==> src/hdl/llap_pkg.sv <==
package llap_pkg;

   // Field widths of the streams and the configuration port.
   localparam int unsigned TimeWidth    = 32;
   localparam int unsigned RawWidth     = 16;
   localparam int unsigned LuxWidth     = 16;
   localparam int unsigned PercentWidth = 24;
   localparam int unsigned CsrIdxWidth  = 8;
   localparam int unsigned CsrDataWidth = 32;
   localparam int unsigned ReqDataWidth = 48;
   localparam int unsigned RspDataWidth = 40;

   // Lux conversion: floor(raw * 5 / 6) as (raw * 5) * ceil(2^21 / 6) >> 21.
   // The product stays exact for every 19-bit value of raw * 5.
   localparam int unsigned Raw5Width  = 19;
   localparam int unsigned ProdWidth  = 38;
   localparam int unsigned LuxShift   = 21;
   localparam logic [Raw5Width-1:0] LuxRecip = 19'd349526;

   // Scale and bound arithmetic.
   localparam int unsigned DiffWidth = LuxWidth + 1;
   localparam logic [PercentWidth-1:0] PercentScale = 24'd100;

   // Restoring divider.
   localparam int unsigned DivSteps      = PercentWidth;
   localparam int unsigned DivCountWidth = $clog2(DivSteps + 1);
   localparam int unsigned DivisorWidth  = LuxWidth;

   // Reset values.
   localparam logic [LuxWidth-1:0] LuxAllOnes = '1;

   typedef enum logic [CsrIdxWidth-1:0] {
      CSR_REFRESH_PERIOD = 8'd0,
      CSR_AUTOLEVEL      = 8'd1,
      CSR_FIXED_MIN      = 8'd2,
      CSR_FIXED_MAX      = 8'd3
   } csr_index_type;

   typedef enum logic [3:0] {
      ST_IDLE,
      ST_TIME,
      ST_GATE,
      ST_LUX,
      ST_BOUND,
      ST_PREP,
      ST_DIV,
      ST_OUT
   } state_type;

endpackage

==> src/hdl/light_level_autorange_percent.sv <==
// Light level autoranging to a percent scale.
// The req stream carries one sample per transfer: tdata holds now_ms in
// bits 31:0 and raw_count in bits 47:32. A sample taken less than the
// refresh period after the last accepted one is dropped without a result.
// Otherwise the count is converted to lux, the tracked bounds are widened
// when autolevel is on, and one rsp transfer follows with the percent level
// (bits 23:0, signed), the lux value (bits 39:24) and the zero span flag
// in tuser. The csr channel is always ready and writes a register per
// transfer. The user must write it only while the block is idle; the
// block itself does not enforce this. One sample is handled at a time
// and req_tready is low while it is in work. A dropped sample returns
// the block to idle. The percent level of an accepted sample comes from
// the radix-2 divider, which is skipped when the span is zero. The next
// sample is taken the cycle after the result transfer. The result waits
// in the output register while the receiver stalls, and no new sample
// is taken until it is transferred. Synchronous reset clears the
// registers to their reset values, the tracked bounds to an empty range
// and the last sample time to zero.
module light_level_autorange_percent (
   input  logic                                  clock,
   input  logic                                  reset,
   input  logic                                  req_tvalid,
   output logic                                  req_tready,
   // now_ms [31:0], raw_count [47:32]
   input  logic [llap_pkg::ReqDataWidth-1:0]     req_tdata,
   output logic                                  rsp_tvalid,
   input  logic                                  rsp_tready,
   // percent_level [23:0], lux_level [39:24]
   output logic [llap_pkg::RspDataWidth-1:0]     rsp_tdata,
   // zero_span [0]
   output logic                                  rsp_tuser,
   input  logic                                  csr_valid,
   output logic                                  csr_ready,
   input  logic [llap_pkg::CsrIdxWidth-1:0]      csr_index,
   input  logic [llap_pkg::CsrDataWidth-1:0]     csr_data
);

   llap_pkg::state_type state_ff, state_in;

   logic [llap_pkg::TimeWidth-1:0]    refresh_ff, refresh_in;
   logic                              auto_ff, auto_in;
   logic [llap_pkg::LuxWidth-1:0]     fixed_min_ff, fixed_min_in;
   logic [llap_pkg::LuxWidth-1:0]     fixed_max_ff, fixed_max_in;

   logic [llap_pkg::TimeWidth-1:0]    last_ff, last_in;
   logic [llap_pkg::LuxWidth-1:0]     tmin_ff, tmin_in;
   logic [llap_pkg::LuxWidth-1:0]     tmax_ff, tmax_in;

   logic [llap_pkg::TimeWidth-1:0]    now_ff, now_in;
   logic [llap_pkg::RawWidth-1:0]     raw_ff, raw_in;
   logic [llap_pkg::TimeWidth-1:0]    elapsed_ff, elapsed_in;
   logic [llap_pkg::ProdWidth-1:0]    prod_ff, prod_in;
   logic [llap_pkg::LuxWidth-1:0]     lux_ff, lux_in;
   logic [llap_pkg::DiffWidth-1:0]    num_ff, num_in;
   logic [llap_pkg::DiffWidth-1:0]    den_ff, den_in;
   logic                              neg_ff, neg_in;
   logic [llap_pkg::PercentWidth-1:0] pct_ff, pct_in;
   logic                              zero_ff, zero_in;

   logic [llap_pkg::Raw5Width-1:0]    raw5;
   logic [llap_pkg::LuxWidth-1:0]     lo, hi, new_min, new_max;
   logic [llap_pkg::DiffWidth-1:0]    num_abs, den_abs;
   logic                              div_start;
   logic [llap_pkg::PercentWidth-1:0] div_dividend;
   logic [llap_pkg::DivisorWidth-1:0] div_divisor;
   logic                              div_done;
   logic [llap_pkg::PercentWidth-1:0] div_quotient;

   llap_div u_div (
      .clock    (clock),
      .reset    (reset),
      .start    (div_start),
      .dividend (div_dividend),
      .divisor  (div_divisor),
      .done     (div_done),
      .quotient (div_quotient)
   );

   always_comb begin
      state_in     = state_ff;
      refresh_in   = refresh_ff;
      auto_in      = auto_ff;
      fixed_min_in = fixed_min_ff;
      fixed_max_in = fixed_max_ff;
      last_in      = last_ff;
      tmin_in      = tmin_ff;
      tmax_in      = tmax_ff;
      now_in       = now_ff;
      raw_in       = raw_ff;
      elapsed_in   = elapsed_ff;
      prod_in      = prod_ff;
      lux_in       = lux_ff;
      num_in       = num_ff;
      den_in       = den_ff;
      neg_in       = neg_ff;
      pct_in       = pct_ff;
      zero_in      = zero_ff;
      div_start    = 1'b0;

      raw5 = {1'b0, raw_ff, 2'b00} + {3'b000, raw_ff};

      new_max = (lux_ff > tmax_ff) ? lux_ff : tmax_ff;
      new_min = (lux_ff < tmin_ff) ? lux_ff : tmin_ff;
      lo      = auto_ff ? new_min : fixed_min_ff;
      hi      = auto_ff ? new_max : fixed_max_ff;

      num_abs = num_ff[llap_pkg::DiffWidth-1] ? (~num_ff + 1'b1) : num_ff;
      den_abs = den_ff[llap_pkg::DiffWidth-1] ? (~den_ff + 1'b1) : den_ff;
      div_dividend = {8'h00, num_abs[llap_pkg::LuxWidth-1:0]} * llap_pkg::PercentScale;
      div_divisor  = den_abs[llap_pkg::DivisorWidth-1:0];

      if (csr_valid) begin
         case (csr_index)
            llap_pkg::CSR_REFRESH_PERIOD: refresh_in = csr_data;
            llap_pkg::CSR_AUTOLEVEL:      auto_in = csr_data[0];
            llap_pkg::CSR_FIXED_MIN:      fixed_min_in = csr_data[llap_pkg::LuxWidth-1:0];
            llap_pkg::CSR_FIXED_MAX:      fixed_max_in = csr_data[llap_pkg::LuxWidth-1:0];
            default: ;
         endcase
      end

      case (state_ff)
         llap_pkg::ST_IDLE: begin
            if (req_tvalid) begin
               now_in   = req_tdata[llap_pkg::TimeWidth-1:0];
               raw_in   = req_tdata[llap_pkg::ReqDataWidth-1:llap_pkg::TimeWidth];
               state_in = llap_pkg::ST_TIME;
            end
         end
         llap_pkg::ST_TIME: begin
            // The elapsed time wraps, so a time stamp that moves backward
            // reads as a long gap.
            elapsed_in = now_ff - last_ff;
            state_in   = llap_pkg::ST_GATE;
         end
         llap_pkg::ST_GATE: begin
            if (elapsed_ff < refresh_ff) begin
               state_in = llap_pkg::ST_IDLE;
            end else begin
               last_in  = now_ff;
               prod_in  = {19'd0, raw5} * {19'd0, llap_pkg::LuxRecip};
               state_in = llap_pkg::ST_LUX;
            end
         end
         llap_pkg::ST_LUX: begin
            lux_in   = prod_ff[llap_pkg::LuxShift +: llap_pkg::LuxWidth];
            state_in = llap_pkg::ST_BOUND;
         end
         llap_pkg::ST_BOUND: begin
            if (auto_ff) begin
               tmin_in = new_min;
               tmax_in = new_max;
            end
            num_in   = {1'b0, lux_ff} - {1'b0, lo};
            den_in   = {1'b0, hi} - {1'b0, lo};
            state_in = llap_pkg::ST_PREP;
         end
         llap_pkg::ST_PREP: begin
            neg_in = num_ff[llap_pkg::DiffWidth-1] ^ den_ff[llap_pkg::DiffWidth-1];
            if (den_ff == '0) begin
               pct_in   = '0;
               zero_in  = 1'b1;
               state_in = llap_pkg::ST_OUT;
            end else begin
               zero_in   = 1'b0;
               div_start = 1'b1;
               state_in  = llap_pkg::ST_DIV;
            end
         end
         llap_pkg::ST_DIV: begin
            if (div_done) begin
               pct_in   = neg_ff ? (~div_quotient + 1'b1) : div_quotient;
               state_in = llap_pkg::ST_OUT;
            end
         end
         llap_pkg::ST_OUT: begin
            if (rsp_tready) begin
               state_in = llap_pkg::ST_IDLE;
            end
         end
         default: begin
            state_in = llap_pkg::ST_IDLE;
         end
      endcase
   end

   always_ff @(posedge clock) begin
      if (reset) begin
         state_ff     <= llap_pkg::ST_IDLE;
         refresh_ff   <= '0;
         auto_ff      <= 1'b0;
         fixed_min_ff <= '0;
         fixed_max_ff <= llap_pkg::LuxAllOnes;
         last_ff      <= '0;
         tmin_ff      <= llap_pkg::LuxAllOnes;
         tmax_ff      <= '0;
      end else begin
         state_ff     <= state_in;
         refresh_ff   <= refresh_in;
         auto_ff      <= auto_in;
         fixed_min_ff <= fixed_min_in;
         fixed_max_ff <= fixed_max_in;
         last_ff      <= last_in;
         tmin_ff      <= tmin_in;
         tmax_ff      <= tmax_in;
      end
      now_ff     <= now_in;
      raw_ff     <= raw_in;
      elapsed_ff <= elapsed_in;
      prod_ff    <= prod_in;
      lux_ff     <= lux_in;
      num_ff     <= num_in;
      den_ff     <= den_in;
      neg_ff     <= neg_in;
      pct_ff     <= pct_in;
      zero_ff    <= zero_in;
   end

   assign req_tready = (state_ff == llap_pkg::ST_IDLE);
   assign rsp_tvalid = (state_ff == llap_pkg::ST_OUT);
   assign rsp_tdata  = {lux_ff, pct_ff};
   assign rsp_tuser  = zero_ff;
   assign csr_ready  = 1'b1;

endmodule

==> src/hdl/llap_div.sv <==
module llap_div (
   input  logic                                  clock,
   input  logic                                  reset,
   input  logic                                  start,
   input  logic [llap_pkg::PercentWidth-1:0]     dividend,
   input  logic [llap_pkg::DivisorWidth-1:0]     divisor,
   output logic                                  done,
   output logic [llap_pkg::PercentWidth-1:0]     quotient
);

   logic [llap_pkg::DivCountWidth-1:0] count_ff, count_in;
   logic                               done_ff, done_in;
   logic [llap_pkg::PercentWidth-1:0]  dvd_ff, dvd_in;
   logic [llap_pkg::DivisorWidth-1:0]  rem_ff, rem_in;
   logic [llap_pkg::DivisorWidth-1:0]  div_ff, div_in;
   logic [llap_pkg::DivisorWidth:0]    shifted;
   logic [llap_pkg::DivisorWidth+1:0]  trial;
   logic                               borrow;

   always_comb begin
      count_in = count_ff;
      done_in  = 1'b0;
      dvd_in   = dvd_ff;
      rem_in   = rem_ff;
      div_in   = div_ff;
      // One quotient bit per cycle: shift in the next dividend bit and try
      // to subtract the divisor from the partial remainder.
      shifted  = {rem_ff, dvd_ff[llap_pkg::PercentWidth-1]};
      trial    = {1'b0, shifted} - {2'b00, div_ff};
      borrow   = trial[llap_pkg::DivisorWidth+1];
      if (start) begin
         count_in = llap_pkg::DivCountWidth'(llap_pkg::DivSteps);
         dvd_in   = dividend;
         rem_in   = '0;
         div_in   = divisor;
      end else if (count_ff != '0) begin
         count_in = count_ff - 1'b1;
         dvd_in   = {dvd_ff[llap_pkg::PercentWidth-2:0], ~borrow};
         rem_in   = borrow ? shifted[llap_pkg::DivisorWidth-1:0]
                           : trial[llap_pkg::DivisorWidth-1:0];
         done_in  = (count_ff == llap_pkg::DivCountWidth'(1));
      end
   end

   always_ff @(posedge clock) begin
      if (reset) begin
         count_ff <= '0;
         done_ff  <= 1'b0;
      end else begin
         count_ff <= count_in;
         done_ff  <= done_in;
      end
      dvd_ff <= dvd_in;
      rem_ff <= rem_in;
      div_ff <= div_in;
   end

   assign done     = done_ff;
   assign quotient = dvd_ff;

endmodule
==> config.mk <==
export PLATFORM = sky130hd
export DESIGN_NAME = light_level_autorange_percent
export DESIGN_NICKNAME = d
export VERILOG_FILES = /design/src/hdl/llap_pkg.sv /design/src/hdl/light_level_autorange_percent.sv /design/src/hdl/llap_div.sv
export SDC_FILE = /design/constraint.sdc
export NUM_CORES = 1
export LEC_CHECK = 0
export ABC_AREA = 1
export CAP_MARGIN = 40
export CORE_MARGIN = 5
export CORE_UTILIZATION = 35
export CTS_CLUSTER_DIAMETER = 150
export DETAILED_ROUTE_END_ITERATION = 8
export DONT_BUFFER_PORTS = 1
export HOLD_SLACK_MARGIN = 0.05
export SLEW_MARGIN = 20
export SYNTH_ARGS = -nofsm -noshare
export SYNTH_HDL_FRONTEND = slang
export SYNTH_SLANG_ARGS = --single-unit
==> constraint.sdc <==
create_clock -name clock -period 14.34 [get_ports clock]
set_input_delay 1.434 -clock clock [delete_from_list [all_inputs] [get_ports clock]]
set_output_delay 1.434 -clock clock [all_outputs]
set_load 0.005 [all_outputs]
==> impl_metrics.yaml <==
clock_tree:
  ctsHoldBuffers: 0
  ctsResizeCount: 0
  cts_made_buffers: 46
  cts-root-buf: "clkbuf_16"
  clock_path_buffers: 3
  cts.sinks: 366
  clkLatencyLatePin_ns: 0.59
  post_cts.repair.setup_buffers: 0
  htree_levels: 2
  clk_pin_slew_ns: 0.06
  cts_tree: "done"
timing:
  slew_headroom: 0.446
  final_max_slew_viol_count: 0
  fin_skew_ns: 0.0150
  totalNegativeSetupSlack_ns: 0
  finalHoldViolCount: 0
  tightest_slew_ns: 0.829
  rsz0062_at_grt: "false"
  finalSetupViolations: 0
  period_needed_ns: 6.97
  fmax_mhz: 143
  fin_crit_sh: 0.486
synth:
  synth_top_family_by_area: "adder cells"
  synth_cells: 3504
  muxShareOfSynthArea: 0
  ys_seq_elements: 366
  avgSynthCellArea_um2: 8.28
  synth-compound-area-share: 0.137
  synth.distinct_cells: 58
  yosysWarnings: 0
  synth_adder_area_share: 0.245
  syn-cell-area_um2: 29000
  yosysSeqAreaShare: 0.324
  synth_fp_nets: 4088
  synth_xor_area_frac: 0.0457
  yosys.area_share.simple: 0.146
run_status:
  status: "finished clean"
floorplan:
  num_rows: 105
  core_area_um2: 82100
  io_pins: 137
  initial_core_util: 0.354
  die_height_um: 298
  die_width_um: 298
  die_area_um2: 88800
setup_path:
  required_ns: 14.68
  cpMaxStageDelayCell: "edfxtp_1"
  cp-start-kind: "register"
  cp.arrival_ns: 7.31
  worst-setup-path-type: "register to register"
  slowest_delay_ns: 0.55
  worst-path-max-fanout: 8
  path_delay_family: "adder cells"
  endpoint_kind: "register"
  path_buf_inv: 6
drt:
  vias_per_cell: 4.80
  wl_met3_mm: 4.37
  final_antenna_net_count: 0
  wl_met2_mm: 33.7
  routed.top_layer: "met4"
  wl_mm: 72.6
  first_pass_iters: 5
  wl_met1_mm: 32.8
  wl_per_cell_um: 15.8
  drtIter0Drc: 1151
  num_vias: 22100
  drc_errors: 0
placement:
  finalWeightedCongestion: 0.924
  io_buffers: 0
  place_hpwl_mm: 58.8
  dpl_cell_area_um2: 30300
  placedCellCount: 4517
run:
  maxCapViolCount: 0
cells_and_area:
  layout_common_cells: "inv_1, nand2_1, ha_1"
  fin_cells: 4603
  post-route-cell-area_um2: 31800
  drive_gt1_frac: 0.0410
  n_antenna_cell: 0
  finalNetCount: 4079
  syn_to_final_growth_pct: 9.43
  final_common_cell: "inv_1"
  num-fill-cells: 8376
global_route:
  grt_pass1_vias: 21900
  grtUsageTotal: 0.161
  grt_max_degree: 65
  antenna_found_initial: 0
  overflow: 0
  grt_pass1_wl_mm: 117
worst_hold_path:
  hold_path.class: "register to register"
kinds of logic (layout without fill, tap and decap cells):
family                     Yosys count  after routing
and+or+nand+nor                   1020           1020
buffers and inverters              773            802
AOI/OAI and AO/OA                  711            711
adders and majority gates          491            491
DFF                                366            366
xor gates and xnor gates           142            142
other                                1              1
layout make-up:
cell class	instances	area (µm²)	area share
inverter	698	2620	0.0825
clock buffer	63	1290	0.0405
timing repair buffer	18	188	0.00591
clock inverter	23	200	0.00630
tap	1070	1340	0.0421
multi-input combinational	2365	16700	0.526
sequential	366	9420	0.297
synth_stat cells, drive strengths merged:
cell type,number,area share
clkinv,2,0.00026
inv,696,0.090
or3,1,0.00022
a21boi,12,0.0035
buf,20,0.0037
fa,128,0.088
or2,9,0.0019
xnor2,47,0.014
nor4,3,0.00065
o31ai,13,0.0034
o32ai,2,0.00060
a211oi,4,0.0010
o21bai,20,0.0056
o2111ai,3,0.00091
nor3,41,0.0075
a21oi,307,0.054
nor3b,1,0.00026
o211a,1,0.00034
nor2,272,0.036
o221ai,2,0.00060
xor2,95,0.031
clkbuf,55,0.0071
and2,1,0.00022
o21ai,252,0.044
conb,1,0.00013
a32oi,1,0.00030
ha,363,0.16
nand3,122,0.021
and3,1,0.00022
a21o,23,0.0059
o21a,8,0.0021
nand3b,22,0.0057
nand4,21,0.0045
dfxtp,157,0.11
o211ai,23,0.0059
nand2,526,0.069
o221a,3,0.0012
a31oi,37,0.0080
edfxtp,209,0.22
worst paths after layout:
kind,start,to,slack [ns],depth (start not counted)
max reg2reg,raw_ff[0],prod_ff[27],7.37,31
max,raw_ff[0],prod_ff[27],7.37,31
min,prod_ff[24],lux_ff[3],0.42,0
min reg2reg,prod_ff[24],lux_ff[3],0.42,0
flip-flops by register name, summed over array words and instances (netlist names), 3 cells and up:
register / cells
fixed_max_ff: 16
pct_ff: 24
tmax_ff: 16
raw_ff: 16
u_div.div_ff: 16
tmin_ff: 16
u_div.quotient: 24
den_ff: 17
state_ff: 3
u_div.count_ff: 5
now_ff: 32
elapsed_ff: 32
refresh_ff: 32
lux_ff: 16
num_ff: 17
fixed_min_ff: 16
u_div.rem_ff: 16
last_ff: 32
prod_ff: 16
per-layer routing:
| metal | global-route usage | up-vias |
|---|---|---|
| li1 | - | 11500 |
| met1 | 0.205 | 10200 |
| met2 | 0.274 | 375 |
| met3 | 0.0427 | 87 |
| met4 | 0.0384 | 0 |
| met5 | 0 | - |
metrics by stage:
step                      setup WS, ns   util  hold slack [ns]
after floorplan                   8.04      -            0.400
after global placement            7.43  0.368            0.401
after detailed placement          7.34  0.369            0.405
after CTS                         7.31  0.387            0.416
after global routing              6.83  0.387            0.429
final                             7.37  0.387            0.417
worst reg2reg max path, delay by kind of cell (launching register included):
family | cells | cell delay (ns)
xor gates and xnor gates | 1 | 0.19
DFF | 1 | 0.55
and+or+nand+nor | 10 | 1.12
buffers and inverters | 6 | 0.57
adders and majority gates | 8 | 3.20
AOI/OAI and AO/OA | 6 | 1.09
Power is left out: the tool's default activity adds up to more than one toggle a clock period on the data nets, which glitch-free logic cannot reach.
